File: src/ppa_pkg.sv
// shared types and constants for the pixel pair arithmetic block
package ppa_pkg;

    localparam int ChW       = 8;
    localparam int NumCh     = 3;
    localparam int DivBits   = 4;
    localparam int QuoW      = 16;
    localparam int DivStages = QuoW / DivBits;
    localparam int NumStages = DivStages + 3;
    localparam int CfgW      = 18;
    localparam int CfgIdxW   = 2;

    localparam logic [ChW-1:0] ChMax = 8'd255;
    localparam logic signed [41:0] ClampMax = 42'sd16711680;

    typedef enum logic [2:0] {
        OP_ADD = 3'd0,
        OP_SUB = 3'd1,
        OP_MUL = 3'd2,
        OP_DIV = 3'd3
    } ppa_op_t;

    typedef enum logic [CfgIdxW-1:0] {
        REG_OP_MODE = 2'd0,
        REG_SCALE   = 2'd1,
        REG_OFFSET  = 2'd2
    } ppa_reg_t;

    typedef struct packed {
        logic [2:0]         op_mode;
        logic signed [15:0] scale_q8;
        logic signed [17:0] offset_q8;
    } ppa_cfg_t;

    typedef struct packed {
        logic [ChW-1:0]  rem;
        logic [QuoW-1:0] num;
        logic [QuoW-1:0] quo;
    } ppa_div_t;

endpackage

File: src/ppa_div_stage.sv
// one stage of the restoring divider, DivBits (4) quotient bits per stage
module ppa_div_stage
    import ppa_pkg::*;
(
    input  logic [ChW-1:0] divisor,
    input  ppa_div_t       div_in,
    output ppa_div_t       div_out
);

    logic [ChW:0] trial;
    ppa_div_t     work;

    always_comb begin
        work  = div_in;
        trial = '0;
        for (int i = 0; i < DivBits; i++) begin
            trial    = {work.rem, work.num[QuoW-1]};
            work.num = {work.num[QuoW-2:0], 1'b0};
            if (trial >= {1'b0, divisor}) begin
                work.rem = ChW'(trial - {1'b0, divisor});
                work.quo = {work.quo[QuoW-2:0], 1'b1};
            end else begin
                work.rem = trial[ChW-1:0];
                work.quo = {work.quo[QuoW-2:0], 1'b0};
            end
        end
        div_out = work;
    end

endmodule

File: src/ppa_channel.sv
// datapath of one color channel: op, divide, scale, offset, clamp and round
module ppa_channel
    import ppa_pkg::*;
(
    input  logic                 aclk,
    input  logic [NumStages-1:0] en,
    input  ppa_cfg_t             cfg,
    input  logic [ChW-1:0]       a_in,
    input  logic [ChW-1:0]       b_in,
    output logic [ChW-1:0]       out_ch
);

    ppa_div_t              div_reg  [DivStages];
    ppa_div_t              div_next [DivStages];
    logic [ChW-1:0]        b_reg    [DivStages];
    logic signed [16:0]    n_reg    [DivStages];
    logic                  dz_reg   [NumStages-1];
    logic [ChW-1:0]        spec_reg [NumStages-1];

    logic signed [16:0]    n_next;
    logic                  dz_next;
    logic [ChW-1:0]        spec_next;
    ppa_div_t              div_init;

    logic signed [16:0]    mul_op;
    logic signed [32:0]    prod_reg, prod_next;
    logic signed [25:0]    off_sel;
    logic signed [33:0]    sum_lo;
    logic signed [41:0]    acc_reg, acc_next;
    logic                  rnd_up;
    logic [ChW-1:0]        out_reg, out_next;

    // stage 0 front end
    always_comb begin
        unique case (cfg.op_mode)
            OP_ADD:  n_next = {9'd0, a_in} + {9'd0, b_in};
            OP_SUB:  n_next = {9'd0, a_in} - {9'd0, b_in};
            OP_MUL:  n_next = {1'b0, 16'(a_in) * 16'(b_in)};
            default: n_next = '0;
        endcase
        dz_next   = (cfg.op_mode == OP_DIV) && (b_in == '0);
        spec_next = ((a_in != '0) && cfg.scale_q8[15]) ? '0 : ChMax;
        div_init  = '{rem: '0, num: {a_in, 8'd0}, quo: '0};
    end

    for (genvar k = 0; k < DivStages; k++) begin : g_div
        if (k == 0) begin : g_first
            ppa_div_stage u_div (
                .divisor (b_in),
                .div_in  (div_init),
                .div_out (div_next[k])
            );
            always_ff @(posedge aclk) begin
                if (en[k]) begin
                    div_reg[k] <= div_next[k];
                    b_reg[k]   <= b_in;
                    n_reg[k]   <= n_next;
                end
            end
        end else begin : g_rest
            ppa_div_stage u_div (
                .divisor (b_reg[k-1]),
                .div_in  (div_reg[k-1]),
                .div_out (div_next[k])
            );
            always_ff @(posedge aclk) begin
                if (en[k]) begin
                    div_reg[k] <= div_next[k];
                    b_reg[k]   <= b_reg[k-1];
                    n_reg[k]   <= n_reg[k-1];
                end
            end
        end
    end

    for (genvar k = 0; k < NumStages - 1; k++) begin : g_flag
        if (k == 0) begin : g_first
            always_ff @(posedge aclk) begin
                if (en[k]) begin
                    dz_reg[k]   <= dz_next;
                    spec_reg[k] <= spec_next;
                end
            end
        end else begin : g_rest
            always_ff @(posedge aclk) begin
                if (en[k]) begin
                    dz_reg[k]   <= dz_reg[k-1];
                    spec_reg[k] <= spec_reg[k-1];
                end
            end
        end
    end

    // scale
    always_comb begin
        mul_op    = (cfg.op_mode == OP_DIV) ? $signed({1'b0, div_reg[DivStages-1].quo})
                                            : n_reg[DivStages-1];
        prod_next = 33'(mul_op) * 33'(cfg.scale_q8);
    end

    // offset, aligned to 16 fraction bits
    always_comb begin
        off_sel  = (cfg.op_mode == OP_DIV) ? (26'(cfg.offset_q8) <<< 8) : 26'(cfg.offset_q8);
        sum_lo   = 34'(prod_reg) + 34'(off_sel);
        acc_next = (cfg.op_mode == OP_DIV) ? 42'(sum_lo) : (42'(sum_lo) <<< 8);
    end

    // clamp and round half to even
    always_comb begin
        rnd_up = (acc_reg[15:0] > 16'h8000) || ((acc_reg[15:0] == 16'h8000) && acc_reg[16]);
        if (dz_reg[NumStages-2]) begin
            out_next = spec_reg[NumStages-2];
        end else if (acc_reg[41]) begin
            out_next = '0;
        end else if (acc_reg > ClampMax) begin
            out_next = ChMax;
        end else begin
            out_next = acc_reg[23:16] + ChW'(rnd_up);
        end
    end

    always_ff @(posedge aclk) begin
        if (en[DivStages]) begin
            prod_reg <= prod_next;
        end
        if (en[DivStages+1]) begin
            acc_reg <= acc_next;
        end
        if (en[DivStages+2]) begin
            out_reg <= out_next;
        end
    end

    assign out_ch = out_reg;

endmodule

File: src/pixel_pair_arithmetic_top.sv
// pixel pair arithmetic: top level with config registers and pipeline control
//
// input stream s_*: one pixel pair per transaction, three 8-bit channels of
// each pixel in s_tdata. output stream m_*: one result pixel per transaction.
// per channel the result is (a op b) * scale + offset, clamped to 0..255 and
// rounded half to even; op is add, subtract, multiply, divide or zero.
// config port: cfg_we writes cfg_wdata into register cfg_index
// (0 op_mode, 1 scale_q8, 2 offset_q8); write only while the pipeline is empty.
// the pipeline is the four-stage divider (4 quotient bits a stage) plus
// scale, offset and round stages; throughput is one transaction per cycle
// while m_tready does not stall the pipeline.
// each stage holds a valid bit and loads when it is empty or the next stage
// moves, so a stall of m_tready fills the bubbles and then drops s_tready;
// nothing is lost or repeated.
// reset (aresetn low, synchronous) empties the pipeline and loads
// op_mode 0, scale 1.0 and offset 0.
module pixel_pair_arithmetic_top
    import ppa_pkg::*;
(
    input  logic               aclk,
    input  logic               aresetn,
    input  logic               s_tvalid,
    output logic               s_tready,
    // a_ch0, a_ch1, a_ch2, b_ch0, b_ch1, b_ch2
    input  logic [47:0]        s_tdata,
    output logic               m_tvalid,
    input  logic               m_tready,
    // out_ch0, out_ch1, out_ch2
    output logic [23:0]        m_tdata,
    input  logic               cfg_we,
    input  logic [CfgIdxW-1:0] cfg_index,
    input  logic [CfgW-1:0]    cfg_wdata
);

    ppa_cfg_t             cfg_reg;
    logic [NumStages-1:0] vld_reg, vld_next;
    logic [NumStages-1:0] en;

    always_ff @(posedge aclk) begin
        if (!aresetn) begin
            cfg_reg.op_mode   <= OP_ADD;
            cfg_reg.scale_q8  <= 16'sd256;
            cfg_reg.offset_q8 <= '0;
        end else if (cfg_we) begin
            unique case (cfg_index)
                REG_OP_MODE: cfg_reg.op_mode   <= cfg_wdata[2:0];
                REG_SCALE:   cfg_reg.scale_q8  <= cfg_wdata[15:0];
                REG_OFFSET:  cfg_reg.offset_q8 <= cfg_wdata;
                default:     cfg_reg           <= cfg_reg;
            endcase
        end
    end

    always_comb begin
        en[NumStages-1] = !vld_reg[NumStages-1] || m_tready;
        for (int k = NumStages - 2; k >= 0; k--) begin
            en[k] = !vld_reg[k] || en[k+1];
        end
        vld_next = vld_reg;
        for (int k = 0; k < NumStages; k++) begin
            if (en[k]) begin
                vld_next[k] = (k == 0) ? s_tvalid : vld_reg[(k == 0) ? 0 : k - 1];
            end
        end
    end

    always_ff @(posedge aclk) begin
        if (!aresetn) begin
            vld_reg <= '0;
        end else begin
            vld_reg <= vld_next;
        end
    end

    for (genvar c = 0; c < NumCh; c++) begin : g_ch
        ppa_channel u_ch (
            .aclk   (aclk),
            .en     (en),
            .cfg    (cfg_reg),
            .a_in   (s_tdata[c*ChW +: ChW]),
            .b_in   (s_tdata[(c+NumCh)*ChW +: ChW]),
            .out_ch (m_tdata[c*ChW +: ChW])
        );
    end

    assign s_tready = en[0];
    assign m_tvalid = vld_reg[NumStages-1];

endmodule

File: config.mk
export PLATFORM = sky130hd
export DESIGN_NAME = pixel_pair_arithmetic_top
export DESIGN_NICKNAME = d
export VERILOG_FILES = /design/src/ppa_pkg.sv /design/src/ppa_div_stage.sv /design/src/ppa_channel.sv /design/src/pixel_pair_arithmetic_top.sv
export SDC_FILE = /design/constraint.sdc
export NUM_CORES = 2
export LEC_CHECK = 0
export BUFFER_PORTS_ARGS = -buffer_cell sky130_fd_sc_hd__buf_2
export CORE_MARGIN = 2
export CORE_UTILIZATION = 30
export CTS_CLUSTER_SIZE = 24
export DETAILED_ROUTE_END_ITERATION = 6
export SLEW_MARGIN = 20
export SYNTH_ARGS = -nofsm -noshare
export SYNTH_HDL_FRONTEND = slang
export SYNTH_SLANG_ARGS = --single-unit
export TNS_END_PERCENT = 50
File: constraint.sdc
create_clock -name aclk -period 11.3 [get_ports aclk]
set_input_delay 1.13 -clock aclk [delete_from_list [all_inputs] [get_ports aclk]]
set_output_delay 1.13 -clock aclk [all_outputs]
set_load 0.02 [all_outputs]
==> flow_metrics.py <==
metrics = {
    "yosys": {
        "synth_ff_type": "edfxtp_1",
        "yosysTopAreaCell": "edfxtp_1",
        "ys_types": 98,
        "synth_top_area_frac": 0.260,
        "synth_area_um2": 88400,
        "avgSynthCellArea_um2": 9.85,
        "synth-seq-cells": 809,
        "yosysWarnings": 0,
        "synthCells": 8981,
        "synth_nets": 10899,
        "ys_seq_area_frac": 0.270,
        "synth.most_common_cell": "inv_1",
        "synthTopCellsByArea": "edfxtp_1 (26%), fa_1 (22%), ha_1 (12%)",
        "synthArstFlopShare": 0,
        "synth_edf_count": 765,
        "synthTopCellsByCount": "inv_1 (1343), nand2_1 (1079), fa_1 (972), ha_1 (873), edfxtp_1 (765)",
    },
    "placed_design": {
        "place.gp.congestion": 0.867,
        "hpwlAfterDp_um": 170000,
        "place_ws_ns": 0.863,
        "numPortBuffers": 98,
    },
    "routing": {
        "drtPass1Iterations": 7,
        "drtIter0Drc": 4271,
        "num_vias": 61750,
        "avgViaCountPerCell": 4.76,
        "wire_per_inst_um": 16.7,
        "wl_um": 217000,
        "drc_errors": 4,
        "antenna_left": 0,
    },
    "setup_path": {
        "cpMaxStageDelayCell": "nor3_1",
        "cp_max_fo": 15,
        "cp-end-kind": "register",
        "max_stage_delay_ns": 0.63,
        "cp_num_buf_inv": 3,
        "crit_type": "register to register",
        "cpMostUsedCell": "o21ai_0",
        "cp_data_required_time_ns": 11.78,
        "cp-start-kind": "register",
        "cp_data_arrival_time_ns": 10.67,
        "crit_family": "compound AO/OA/AOI/OAI gates",
    },
    "pwr": {
        "p_leak_uw": 0.0425,
        "comb_power_share": 0.662,
        "power.internal_uw": 13300,
        "seqPwrFrac": 0.206,
        "powerDensity_nw_per_um2": 242,
        "swShare": 0.432,
        "clkPwrFrac": 0.132,
        "netSwitchingPower_uw": 10100,
        "peakVddDrop_uv": 323,
    },
    "floorplanning": {
        "core_area_um2": 294000,
        "ios": 99,
        "fp.dieW_um": 547,
        "dieHeight_um": 547,
        "start_util": 0.301,
        "die_area_um2": 299000,
        "row_count": 199,
    },
    "grt": {
        "grt.busiest_layer": "met2",
        "antenna_found_initial": 9,
        "grt_pass1_vias": 62691,
        "grt_max_degree": 88,
        "track_usage": 0.145,
        "grt_pass1_wl_um": 350000,
        "grtUsageMet3": 0.0206,
        "grt_use_met1": 0.218,
        "grt.overflow.total": 0,
        "use_met2": 0.221,
    },
    "timing": {
        "drv_slew": 0,
        "fin_crit_ns": 10.19,
        "rsz0062_at_grt": "no",
        "hold_violations": 0,
        "setup_slack_ns": 1.11,
        "setup-tns-final_ns": 0,
        "finalSetupViolations": 0,
        "max_freq_mhz": 98.2,
        "clock_skew_ns": 0.0570,
        "tightest_slew_ns": 1.07,
        "relSlewSlack": 0.289,
        "finalCritPeriodShare": 0.901,
    },
    "cts": {
        "cts.clk_slew.worst_paths_ns": 0.06,
        "cts_max_level": 3,
        "cts_setup_buffers": 0,
        "cts_buffers": 90,
        "clock-sinks": 809,
        "clk_latency_ns": 0.73,
        "clock_path_buffers": 3,
        "tritoncts": "yes",
        "clockRootBuffer": "clkbuf_16",
    },
    "cells_and_area": {
        "multi_input_area_um2": 58600,
        "nFillCells": 30021,
        "areaGrowthSynthToFinish_pct": 9.19,
        "drive_above_1_share": 0.0656,
        "nets": 10904,
        "final_util": 0.329,
        "regArea_um2": 23900,
    },
    "run_status": {
        "status": "finished with violations",
        "violations": "design-rule violations",
    },
    "min_path": {
        "min_path_type": "register to register",
    },
    "run": {
        "cap_violations": 0,
    },
}
## worst reg2reg max path: cells and delay by family, from the launching register on
| kind | cells | cell delay (ns) |
|---|---|---|
| buf+inv | 3 | 0.76 |
| simple gates | 8 | 1.80 |
| compound gates | 22 | 4.91 |
| mux | 2 | 0.73 |
| fa+ha+maj | 4 | 1.26 |
| flops | 1 | 0.48 |
## cells by family (layout without fill, tap and decap cells)
family / Yosys count / after routing / share of synthesized area
buf+inv: 1596 / 1676 / 0.0682
other cells: 0 / 2 / 0
compound gates: 1486 / 1486 / 0.109
mux: 194 / 194 / 0.0244
fa+ha+maj: 1845 / 1845 / 0.344
flops: 809 / 809 / 0.270
simple gates: 2596 / 2596 / 0.140
xor+xnor: 455 / 455 / 0.0451
## what timing repair did
action / in CTS / in global routing
setup endpoints to repair: 0 / 9
hold buffers: 0 / 0
resized for setup: 0 / 3
## cell type report
cell class / count / area share
clock buffers: 110 / 0.0250
well taps: 3919 / 0.0508
diodes: 2 / 0.0000518
multi-input cells: 6576 / 0.607
inverters: 1354 / 0.0527
flip-flops and latches: 809 / 0.247
clock inverters: 57 / 0.00779
repair buffers: 155 / 0.00951
## cell usage in the layout, fill, tap and decap left out, drive strengths merged, types with 155 or more instances in the layout
master / count
ha: 873
nand2: 1081
xnor2: 292
buf: 155
fa: 972
edfxtp: 765
a21oi: 375
nor2: 435
inv: 1363
and2: 356
xor2: 163
o21ai: 382
a21o: 187
## layer usage
metal	share of wire	vias up	wire [um]
met5	0	-	0
met3	0.053	209	11500
li1	-	29953	-
met2	0.43	1338	93100
met4	0.018	0	3800
met1	0.50	30250	108000
## through the flow
step | instances | power, uW | area, um2 | hold WS [ns]
3_5_place_dp | 12813 | 20200 | 93400 | 0.405
4_1_cts | 12980 | 23400 | 96500 | 0.414
2_1_floorplan | 8981 | 16900 | 88400 | 0.400
6_report | 12982 | 23400 | 96500 | 0.417
3_3_place_gp | 12813 | 20100 | 93400 | 0.401
5_1_grt | 12982 | 25500 | 96500 | 0.421
## final timing paths
check,start,to,slack [ns],cells after the start
worst max-delay path,g_ch[0].u_ch.b_reg[0][1]$_DFFE_PP_,g_ch[0].u_ch.div_reg[1][35]$_DFFE_PP_,1.11,39
worst max register to register,g_ch[0].u_ch.b_reg[0][1]$_DFFE_PP_,g_ch[0].u_ch.div_reg[1][35]$_DFFE_PP_,1.11,39
worst min register to register,g_ch[2].u_ch.n_reg[1][9]$_DFFE_PP_,g_ch[2].u_ch.n_reg[2][9]$_DFFE_PP_,0.42,0
worst min-delay path,g_ch[2].u_ch.n_reg[1][9]$_DFFE_PP_,g_ch[2].u_ch.n_reg[2][9]$_DFFE_PP_,0.42,0
## power groups by stage
stage,registers (uW),clock network [uW],logic (uW)
after global placement,4860,0,15300
after detailed placement,4870,0,15300
after floorplan,4750,0,12200
final,4800,3090,15500
after CTS,4810,3180,15400
after global routing,4870,3290,17400
Power figures use the tool's default switching activity.
